--- src/hdl/fir4_pkg.sv ---
`timescale 1ns / 1ps

package fir4_pkg;

    localparam int TAPS        = 8;
    localparam int LANES       = 4;
    localparam int NUM_WEIGHTS = 8;
    localparam int HIST_LEN    = TAPS - 1;
    localparam int WIN_LEN     = HIST_LEN + LANES;
    localparam int DATA_W      = 16;
    localparam int FRAC_W      = 15;
    localparam int PROD_W      = 2 * DATA_W;
    localparam int PAIRS       = (TAPS + 1) / 2;
    localparam int MAC_N       = 2 * PAIRS;
    localparam int WIN_PAD     = LANES - 1 + MAC_N;
    localparam int PAIR_W      = PROD_W + 1;
    localparam int SUM_W       = PROD_W + $clog2(MAC_N);
    localparam int CFG_IDX_W   = 4;
    localparam int WIDX_W      = $clog2(NUM_WEIGHTS);

    typedef logic signed [DATA_W-1:0] sample_t;
    typedef logic signed [SUM_W-1:0]  lane_sum_t;

    typedef struct packed {
        sample_t sample_a;
        sample_t sample_b;
        sample_t sample_c;
        sample_t sample_d;
        logic    block_end;
    } in_item_t;

    typedef struct packed {
        sample_t filtered_a;
        sample_t filtered_b;
        sample_t filtered_c;
        sample_t filtered_d;
        logic    clipped;
        logic    block_end_out;
    } out_item_t;

    typedef struct packed {
        logic en1;
        logic en2;
        logic en3;
    } stage_ctrl_t;

endpackage

--- src/hdl/fir4_merge.sv ---
`timescale 1ns / 1ps

module fir4_merge (
    input  fir4_pkg::lane_sum_t   sums [fir4_pkg::LANES],
    input  logic                  block_end,
    output fir4_pkg::out_item_t   result
);

    localparam int Q_W = fir4_pkg::SUM_W + 1 - fir4_pkg::FRAC_W;

    logic signed [fir4_pkg::SUM_W:0]     biased [fir4_pkg::LANES];
    logic signed [Q_W-1:0]               quot [fir4_pkg::LANES];
    logic [Q_W-fir4_pkg::DATA_W:0]       upper [fir4_pkg::LANES];
    logic [fir4_pkg::LANES-1:0]          sat;
    fir4_pkg::sample_t                   value [fir4_pkg::LANES];

    always_comb
    begin
        for (int k = 0; k < fir4_pkg::LANES; k++)
        begin
            biased[k] = (fir4_pkg::SUM_W+1)'(sums[k])
                      + (fir4_pkg::SUM_W+1)'(1 << (fir4_pkg::FRAC_W - 1));
            quot[k]   = Q_W'(biased[k] >>> fir4_pkg::FRAC_W);
            upper[k]  = quot[k][Q_W-1:fir4_pkg::DATA_W-1];
            sat[k]    = (|upper[k]) && !(&upper[k]);
            if (sat[k])
            begin
                value[k] = quot[k][Q_W-1] ? {1'b1, {(fir4_pkg::DATA_W-1){1'b0}}}
                                          : {1'b0, {(fir4_pkg::DATA_W-1){1'b1}}};
            end
            else
            begin
                value[k] = quot[k][fir4_pkg::DATA_W-1:0];
            end
        end
    end

    always_comb
    begin
        result.filtered_a    = value[0];
        result.filtered_b    = value[1];
        result.filtered_c    = value[2];
        result.filtered_d    = value[3];
        result.clipped       = |sat;
        result.block_end_out = block_end;
    end

endmodule

--- config.mk ---
export PLATFORM = sky130hd
export DESIGN_NAME = fir4_merge
export DESIGN_NICKNAME = d
export VERILOG_FILES = /design/src/hdl/fir4_pkg.sv /design/src/hdl/fir4_merge.sv
export SDC_FILE = /design/constraint.sdc
export NUM_CORES = 1
export LEC_CHECK = 0
export ABC_CLOCK_PERIOD_IN_PS = 6650
export CORE_AREA = 2 2 79 81
export DETAILED_ROUTE_END_ITERATION = 10
export DIE_AREA = 0 0 81 83
export DONT_BUFFER_PORTS = 1
export PLACE_DENSITY = 0.5
export SLEW_MARGIN = 20
export SYNTH_ARGS = -nofsm -noshare
export SYNTH_HDL_FRONTEND = slang
export SYNTH_SLANG_ARGS = --single-unit
--- constraint.sdc ---
create_clock -name vclk -period 6.65
set_input_delay 0.9975 -clock vclk [all_inputs]
set_output_delay 0.9975 -clock vclk [all_outputs]
set_load 0.02 [all_outputs]
==> flow_metrics.py, run 1 <==
metrics = {
    "outcome": {
        "status": "finished, final reports clean",
    },
    "pwr": {
        "total_power_mw": 0.1152,
        "p_per_area_mw_per_mm2": 51.99,
        "p_leak_nw": 0.6408,
        "ir_worst_vdd_mv": 0.02970,
    },
    "clocking": {
        "cts_resized": 0,
        "cts_hold_buf": 0,
        "postCtsSetupBuffers": 0,
    },
    "sta": {
        "setup_viol": 0,
        "post-route-min-period_ns": 4.621,
        "fin_ws_ns": 2.029,
        "fmax_mhz": 216.4,
        "worst_slew_margin_rel_pct": 40.52,
        "min_period_over_period_pct": 69.49,
        "tns_ns": 0,
        "slew_violations": 0,
        "rsz0062_at_grt": "false",
        "worst_slew_pin_slew_ns": 0.8883,
        "hold_viol": 0,
    },
    "synth": {
        "synthMuxAreaShare_pct": 2.271,
        "syn_area_per_cell_um2": 6.538,
        "synth_top_family_by_area": "simple AND/OR/NAND/NOR gates",
        "ys_seq_area_share_pct": 0,
        "netlist_instances": 337,
        "synth_cell_types": 58,
        "synthAdderAreaFrac_pct": 2.271,
        "synthXorXnorAreaFrac_pct": 21.07,
        "ys_warn_count": 0,
        "synth-compound-area-share_pct": 28.90,
        "syn_nets": 482,
        "syn_area_mm2": 0.002203,
        "synthSimpleGateAreaFrac_pct": 39.07,
    },
    "grt": {
        "grt_pass1_vias": 2252,
        "grt_max_degree": 18,
        "grt_pass1_wl_mm": 10.16,
        "grt-ovfl-total": 0,
        "grt_usage_pct": 17.43,
        "antenna_found_initial": 0,
    },
    "cells_and_area": {
        "register_area_um2": 0,
        "drive_above_1_share_pct": 11.31,
        "finalNetCount": 474,
        "clock_buffers": 0,
        "design.seq.count": 0,
        "final_area_mm2": 0.002216,
        "layout_common_cells": "54 x a21oi_1, 31 x nand2_1, 29 x xnor2_1",
        "final_common_cell": "a21oi_1",
        "antennaDiodeCount": 0,
        "final_core_util_pct": 38.10,
        "syn_to_final_growth_pct": 0.5681,
    },
    "critical_path": {
        "cp_common_cell": "a21oi_1",
        "cp_slowest_stage_delay_ns": 0.63,
        "critPathRequiredTime_ns": 5.65,
        "worst_setup_path_start_kind": "input pin",
        "path_class": "input pin to output pin",
        "cp_data_arrival_time_ns": 3.62,
        "worst_path_max_delay_cell": "o22ai_2",
        "end_kind": "output pin",
        "crit_chain": "nand4_1, nor3_1, mux2i_1, a21oi_1, o22ai_2, nor2b_2, a21oi_1",
        "crit_fanout": 17,
    },
    "placement": {
        "port_buffers": 0,
        "hpwl_mm": 5.433,
        "postPlaceCellArea_mm2": 0.002216,
        "place_congestion": 0.8056,
        "place_ws_ns": 2.053,
    },
    "route": {
        "vias_per_cell": 6.035,
        "drc": 0,
        "drt_iter0_markers": 66,
        "ant_nets": 0,
        "routed_wl_mm": 6.552,
        "wl_per_cell_um": 16.30,
        "num_vias": 2426,
        "first_pass_iters": 4,
    },
    "min_path": {
        "hold_path.class": "input pin to output pin",
        "min_from": "block_end",
        "holdPathEnd": "result[0]",
        "min_path_cells": 0,
    },
    "flow_run": {
        "max-cap-violations": 0,
    },
    "floorplan": {
        "fp.dieArea_mm2": 0.006723,
        "die_h_um": 83,
        "fp.coreArea_mm2": 0.005816,
        "row_count": 28,
        "ios": 207,
        "die_width_um": 81,
        "initial_utilization_pct": 37.89,
    },
}
==> metal layers <==
metal | wire length, um | share of wire (%) | track usage (%) | vias up
li1 | - | - | - | 1225
met1 | 2720 | 42 | 20.98 | 1096
met2 | 2975 | 45 | 30.88 | 105
met3 | 856 | 13 | 6.522 | 0
met4 | 0 | 0 | 0.1541 | 0
met5 | 0 | 0 | 0 | -
==> metrics by stage <==
stage | instances | hold slack [ns]
after floorplan | 337 | 2.108
after global placement | 402 | 1.995
after detailed placement | 402 | 1.995
after CTS | 402 | 1.995
after global routing | 402 | 1.995
final | 402 | 1.995
==> layout make-up <==
cell class	instances	area, um^2
well taps	75	93.84
inverters	16	60.06
multi-input cells	311	2062
fillers	649	3600
==> Yosys cell counts (all sizes together) (2+ instances only) <==
library cell / count / share of area, %
inv: 16 / 2.7
a41oi: 2 / 0.80
buf: 9 / 3.5
nand3: 25 / 5.7
or3: 6 / 1.8
nand2: 31 / 5.3
a21oi: 64 / 16
nand4: 21 / 7.2
and4: 4 / 1.6
a211oi: 2 / 0.68
and3: 6 / 1.8
nor3: 12 / 2.7
xor2: 24 / 9.5
mux2i: 5 / 2.3
a31oi: 3 / 1.1
o22ai: 3 / 1.8
xnor2: 29 / 12
nor2: 20 / 3.5
o21a: 4 / 1.4
a31o: 4 / 1.6
and2: 2 / 0.57
o21ai: 4 / 0.91
nor4: 8 / 3.1
ha: 4 / 2.3
or2: 7 / 2.0
nor2b: 5 / 2.0
nor3b: 3 / 1.2
==> worst max path at each step <==
stage / slack [ns] / end / startpoint / cells after the start
2_1_floorplan: 2.62 / result[56] / sums[119] / 10
3_3_place_gp: 2.06 / result[9] / sums[14] / 7
6_report: 2.03 / result[26] / sums[49] / 7
4_1_cts: 2.05 / result[26] / sums[49] / 7
5_1_grt: 1.80 / result[26] / sums[49] / 7
3_5_place_dp: 2.05 / result[26] / sums[49] / 7
==> power by group <==
part	internal (mW)	total, mW	leakage, nW	switching [mW]
registers	0	0	0	0
logic	0.0349	0.115	0.641	0.0803
clock network	0	0	0	0
==> critical path, delay by kind of cell <==
family	cells	cell delay (ns)
multiplexers	1	0.24
AO/OA/AOI/OAI	3	1.22
AND/OR/NAND/NOR	3	1.16
==> kinds of logic (layout without fill, tap and decap cells) <==
family,Yosys count,in the layout
and+or+nand+nor,152,152
AOI/OAI and AO/OA,97,97
xor gates and xnor gates,53,53
buffers and inverters,26,16
muxes,5,5
adders and majority gates,4,4
(Power assumes the default switching activity.)
==> run 2, diff against run 1 <==
--- a/config.mk
+++ b/config.mk
@@ -5,12 +5,13 @@
 export SDC_FILE = /design/constraint.sdc
 export NUM_CORES = 1
 export LEC_CHECK = 0
-export ABC_CLOCK_PERIOD_IN_PS = 6650
+export ABC_AREA = 1
+export ABC_CLOCK_PERIOD_IN_PS = 4650
 export CORE_AREA = 2 2 79 81
 export DETAILED_ROUTE_END_ITERATION = 10
 export DIE_AREA = 0 0 81 83
 export DONT_BUFFER_PORTS = 1
-export PLACE_DENSITY = 0.5
+export PLACE_DENSITY = 0.64
 export SLEW_MARGIN = 20
 export SYNTH_ARGS = -nofsm -noshare
 export SYNTH_HDL_FRONTEND = slang
==> constraint.sdc (replaced) <==
create_clock -name vclk -period 4.65
set_input_delay 0.6975 -clock vclk [all_inputs]
set_output_delay 0.6975 -clock vclk [all_outputs]
set_load 0.02 [all_outputs]
==> run 2 against run 1 <==
Net effect: combinational power up 65%; critical path depth up 6; first-iteration DRC count up 33%; area after synthesis up 35%; global-route usage up 2.9 points; via count up 35%; non-clock buffer count unchanged; die area unchanged; largest power group unchanged; power up 65%; synthesized cell count up 76%; largest cell class unchanged; critical path type unchanged; worst hold slack worse by 0.60 ns.
==> flow_metrics.py, run 2 <==
metrics = {
    "route": {
        "drt_iter0_markers": 88,
        "drc": 0,
        "routed_wl_mm": 7.202,
        "route.met3.wl_um": 568,
        "wl_per_cell_um": 10.95,
        "num_vias": 3271,
        "top_layer": "met4",
        "first_pass_iters": 4,
        "ant_nets": 0,
        "route.met2.wl_mm": 3.387,
        "vias_per_cell": 4.971,
        "wl_met1_mm": 3.187,
    },
    "critical_path": {
        "end_kind": "output pin",
        "crit_chain": "ha_1, nand2_1, nor2_4, nand2_2, nor2_1, nand2_1, nand2_1, nor2_1, nand2_1, nor2_1, nor2_2, nand2_2, o21ai_0",
        "cp_slowest_stage_delay_ns": 0.44,
        "cp_common_cell": "nand2_1",
        "worst_path_max_delay_cell": "nor2_2",
        "cp_data_arrival_time_ns": 2.85,
        "path_class": "input pin to output pin",
        "worst_setup_path_start_kind": "input pin",
        "crit_fanout": 15,
        "critPathRequiredTime_ns": 3.95,
    },
    "synth": {
        "syn_area_mm2": 0.002964,
        "ys_top_cells_by_area": "nand2_1 32%, nor2_1 10%, xor2_1 10%",
        "synth_top_area_cell": "nand2_1",
        "yosysMostFrequentCell": "nand2_1",
        "syn_nets": 737,
        "netlist_instances": 592,
        "syn_area_per_cell_um2": 5.007,
        "ys_seq_area_share_pct": 0,
        "ys_warn_count": 0,
        "synth_cell_types": 27,
        "synthTopCellsByCount": "255 x nand2_1, 82 x nor2_1, 51 x inv_1, 35 x xor2_1, 27 x nand3_1",
        "synth_top_area_share_pct": 32.29,
    },
    "grt": {
        "grt_usage_pct": 20.29,
        "grt_pass1_vias": 2876,
        "grt_max_degree": 17,
        "grt_pass1_wl_mm": 11.81,
        "grt-ovfl-total": 0,
        "antenna_found_initial": 0,
    },
    "pwr": {
        "ir_worst_vdd_mv": 0.02587,
        "p_per_area_mw_per_mm2": 63.95,
        "p_leak_nw": 1.416,
    },
    "cells_and_area": {
        "drive_above_1_share_pct": 12.35,
        "finalNetCount": 730,
        "final_cells": 658,
        "final_area_mm2": 0.002968,
        "final_common_cell": "nand2_1",
        "antennaDiodeCount": 0,
        "design.seq.count": 0,
        "n_fill_cell": 655,
        "clock_buffers": 0,
        "register_area_um2": 0,
        "syn_to_final_growth_pct": 0.1268,
        "layout_common_cells": "255 x nand2_1, 82 x nor2_1, 51 x inv_1",
    },
    "sta": {
        "post-route-min-period_ns": 3.552,
        "rsz0062_at_grt": "false",
        "worst_slew_pin_slew_ns": 0.7254,
        "hold_viol": 0,
        "fmax_mhz": 281.5,
        "tns_ns": 0,
        "min_period_over_period_pct": 76.38,
        "worst_slew_margin_rel_pct": 51.13,
        "slew_violations": 0,
        "setup_viol": 0,
    },
    "floorplan": {
        "die_width_um": 81,
        "row_count": 28,
        "fp.dieArea_mm2": 0.006723,
        "initial_utilization_pct": 50.97,
        "die_h_um": 83,
        "ios": 207,
        "fp.coreArea_mm2": 0.005816,
    },
    "flow_run": {
        "max-cap-violations": 0,
    },
    "clocking": {
        "postCtsSetupBuffers": 0,
        "cts_resized": 0,
        "cts_hold_buf": 0,
    },
    "placement": {
        "placed_cells": 658,
        "hpwl_mm": 6.310,
        "postPlaceCellArea_mm2": 0.002968,
        "place_congestion": 0.8571,
        "port_buffers": 0,
    },
    "min_path": {
        "hold_path.class": "input pin to output pin",
    },
    "outcome": {
        "status": "finished, final reports clean",
    },
}
-- run 2: cell count changes after synthesis, moves of 6 or more --
| cell | previous run | this run |
|---|---|---|
| nand2_2 | 0 | 22 |
| inv_1 | 16 | 51 |
| nor2_1 | 19 | 82 |
| nor2_2 | 1 | 20 |
| a21oi_1 | 54 | 2 |
| inv_2 | 0 | 6 |
| a21oi_2 | 10 | 0 |
| xnor2_1 | 29 | 22 |
| nand2_1 | 31 | 255 |
| nor2_4 | 0 | 8 |
| xor2_1 | 24 | 35 |
| nand4_1 | 18 | 8 |
-- run 2: path summary, 6_finish.rpt --
kind | endpoint | startpoint | cells after the start | slack, ns
setup / recovery | result[39] | sums[84] | 13 | 1.10
hold / removal | result[0] | block_end | 0 | 1.40
-- run 2: logic make-up after synthesis --
group | Yosys count | synth area share, %
buffers and inverters | 67 | 10.47
AOI/OAI and AO/OA | 17 | 3.250
xor gates and xnor gates | 57 | 16.84
and+or+nand+nor | 447 | 67.75
adders and majority gates | 4 | 1.689
-- run 2: power by group --
part	switching (mW)	internal, mW	total (mW)
Clock	0	0	0
Combinational	0.136	0.0542	0.190
Sequential	0	0	0
Total	0.136	0.0542	0.190
-- run 2: layout make-up --
type	instances	area, um^2	share of cell area (%)
well taps	75	93.84	3.162
inverters	58	220.2	7.420
multi-input cells	525	2654	89.42
-- run 2: critical path: cells and delay by family --
| family | cells | cell delay [ns] |
|---|---|---|
| and+or+nand+nor | 11 | 1.60 |
| AOI/OAI and AO/OA | 1 | 0.38 |
| adders and majority gates | 1 | 0.16 |
-- run 2: per-stage QoR --
step / util [%] / hold WS, ns / total power, mW / worst slack (ns)
floorplan: - / 1.508 / 0.1775 / 1.639
global placement: 51.03 / 1.395 / 0.1891 / 1.112
detailed placement: 51.03 / 1.395 / 0.1908 / 1.086
CTS: 51.03 / 1.395 / 0.1915 / 1.084
global route: 51.03 / 1.395 / 0.2124 / 0.8774
finish: 51.03 / 1.395 / 0.1898 / 1.098
-- run 2: per-layer routing --
| layer | GRT usage (%) | up-vias |
|---|---|---|
| met1 | 25.62 | 1358 |
| li1 | - | 1794 |
| met4 | 1.849 | 0 |
| met5 | 0 | - |
| met2 | 37.04 | 111 |
| met3 | 2.826 | 8 |
==> run 3, diff against run 2 <==
--- a/config.mk
+++ b/config.mk
@@ -6,12 +6,12 @@
 export NUM_CORES = 1
 export LEC_CHECK = 0
 export ABC_AREA = 1
-export ABC_CLOCK_PERIOD_IN_PS = 4650
+export ABC_CLOCK_PERIOD_IN_PS = 2900
 export CORE_AREA = 2 2 79 81
 export DETAILED_ROUTE_END_ITERATION = 10
 export DIE_AREA = 0 0 81 83
 export DONT_BUFFER_PORTS = 1
-export PLACE_DENSITY = 0.64
+export PLACE_DENSITY = 0.66
 export SLEW_MARGIN = 20
 export SYNTH_ARGS = -nofsm -noshare
 export SYNTH_HDL_FRONTEND = slang
==> constraint.sdc (replaced) <==
create_clock -name vclk -period 2.9
set_input_delay 0.435 -clock vclk [all_inputs]
set_output_delay 0.435 -clock vclk [all_outputs]
set_load 0.02 [all_outputs]
==> run 3 against run 2 <==
Net effect: critical path depth stayed put; via count grew 3.8%; combinational power is 66% higher; routed wire length up 4.5%; largest cell class unchanged.
==> flow_metrics.py, run 3 (synthesis results as in run 2) <==
metrics = {
    "floorplan": {
        "die_width_um": 81,
        "die_h_um": 83,
        "fp.coreArea_mm2": 0.005816,
        "fp.dieArea_mm2": 0.006723,
        "ios": 207,
        "row_count": 28,
        "initial_utilization_pct": 50.97,
    },
    "grt": {
        "grt_max_degree": 17,
        "grt_pass1_vias": 2860,
        "grt-ovfl-total": 0,
        "grt_usage_pct": 21.03,
        "grt_pass1_wl_mm": 12.31,
        "antenna_found_initial": 0,
    },
    "pwr": {
        "p_leak_nw": 1.457,
        "ir_worst_vdd_mv": 0.04973,
        "p_per_area_mw_per_mm2": 103.6,
        "p_comb_share_pct": 100.0,
        "power.internal_mw": 0.09478,
        "swShare_pct": 69.90,
        "seqPwrFrac_pct": 0,
        "clockPowerShare_pct": 0,
        "p_sw_mw": 0.2201,
        "total_power_mw": 0.3149,
    },
    "min_path": {
        "min_from": "block_end",
        "hold_path.class": "input pin to output pin",
    },
    "placement": {
        "port_buffers": 0,
        "place_congestion": 0.8990,
        "hpwl_mm": 6.532,
    },
    "cells_and_area": {
        "final_common_cell": "nand2_1",
        "drive_above_1_share_pct": 13.54,
        "design.seq.count": 0,
        "layout_common_cells": "255 x nand2_1, 82 x nor2_1, 51 x inv_1",
        "clock_buffers": 0,
        "syn_to_final_growth_pct": 2.490,
        "register_area_um2": 0,
        "finalNetCount": 738,
        "n_fill_cell": 656,
        "antennaDiodeCount": 0,
    },
    "critical_path": {
        "path_class": "input pin to output pin",
        "cp_data_arrival_time_ns": 2.26,
        "critPathRequiredTime_ns": 2.47,
        "end_kind": "output pin",
        "critical_path.startpoint": "sums[84]",
        "worst_setup_path_start_kind": "input pin",
        "crit_fanout": 9,
    },
    "route": {
        "top_layer": "met4",
        "wl_met1_mm": 3.297,
        "route.met2.wl_mm": 3.539,
        "num_vias": 3395,
        "route.met3.wl_um": 630,
        "vias_per_cell": 5.098,
        "wl_per_cell_um": 11.30,
        "drc": 0,
        "routed_wl_mm": 7.527,
        "first_pass_iters": 4,
        "drt_iter0_markers": 109,
        "ant_nets": 0,
    },
    "sta": {
        "slew_violations": 0,
        "whs_ns": 0.8700,
        "hold_viol": 0,
        "fmax_mhz": 371.7,
        "setup_viol": 0,
        "min_period_over_period_pct": 92.78,
        "post-route-min-period_ns": 2.690,
        "worst_slew_pin_slew_ns": 0.5278,
        "rsz0062_at_grt": "false",
        "worst_slew_margin_rel_pct": 64.68,
    },
    "flow_run": {
        "max-cap-violations": 0,
    },
    "outcome": {
        "status": "finished, final reports clean",
    },
    "clocking": {
        "cts_hold_buf": 0,
    },
}
## run 3: per-stage QoR
stage                     utilization (%)  std cells  cell area (um^2)  TNS (ns)  setup slack (ns)
after global routing                52.24        666              3038         0           0.05691
after CTS                           51.89        664              3018         0           0.05488
final                               52.24        666              3038         0            0.2095
after global placement              51.81        664              3013   -0.2314           -0.1054
after floorplan                         -        592              2964         0            0.4144
after detailed placement            51.81        664              3013   -0.7439           -0.1638
## run 3: worst paths after layout
check	end	slack (ns)	depth (start not counted)
worst max-delay path	result[39]	0.21	13
worst min-delay path	result[0]	0.87	0
## run 3: worst max-delay path, cell delays in order
cell     delay (ns)
ha_1           0.16
nand2_1        0.10
nor2_4         0.19
nand2_2        0.13
o21ai_1        0.16
nand2_1        0.09
nor2_1         0.09
nand2_1        0.05
nor2_1         0.17
nor2_4         0.07
buf_4          0.18
o21ai_0        0.24
buf_4          0.19
## run 3: layer usage
| metal | vias up | global-route usage [%] |
|---|---|---|
| met4 | 0 | 1.849 |
| met1 | 1472 | 27.65 |
| li1 | 1799 | - |
| met2 | 116 | 37.27 |
| met3 | 8 | 2.826 |
| met5 | - | 0 |
## run 3: final cells by class
cell class	count	area, um^2	share of cell area [%]
Tap cell	75	93.84	3.089
Timing Repair Buffer	8	60.06	1.977
Multi-Input combinational cell	525	2664	87.69
Inverter	58	220.2	7.249
## run 3: power groups by stage
| stage | Clock (mW) | Sequential [mW] | Combinational [mW] |
|---|---|---|---|
| global route | 0 | 0 | 0.351 |
| CTS | 0 | 0 | 0.316 |
| global placement | 0 | 0 | 0.311 |
| detailed placement | 0 | 0 | 0.315 |
| floorplan | 0 | 0 | 0.285 |
| finish | 0 | 0 | 0.315 |
## run 3: repair_timing
action,4_1_cts,5_1_grt
setup buffers,0,2
gates resized for setup,1,1
pin swaps,0,1
endpoints found under the setup margin,12,10
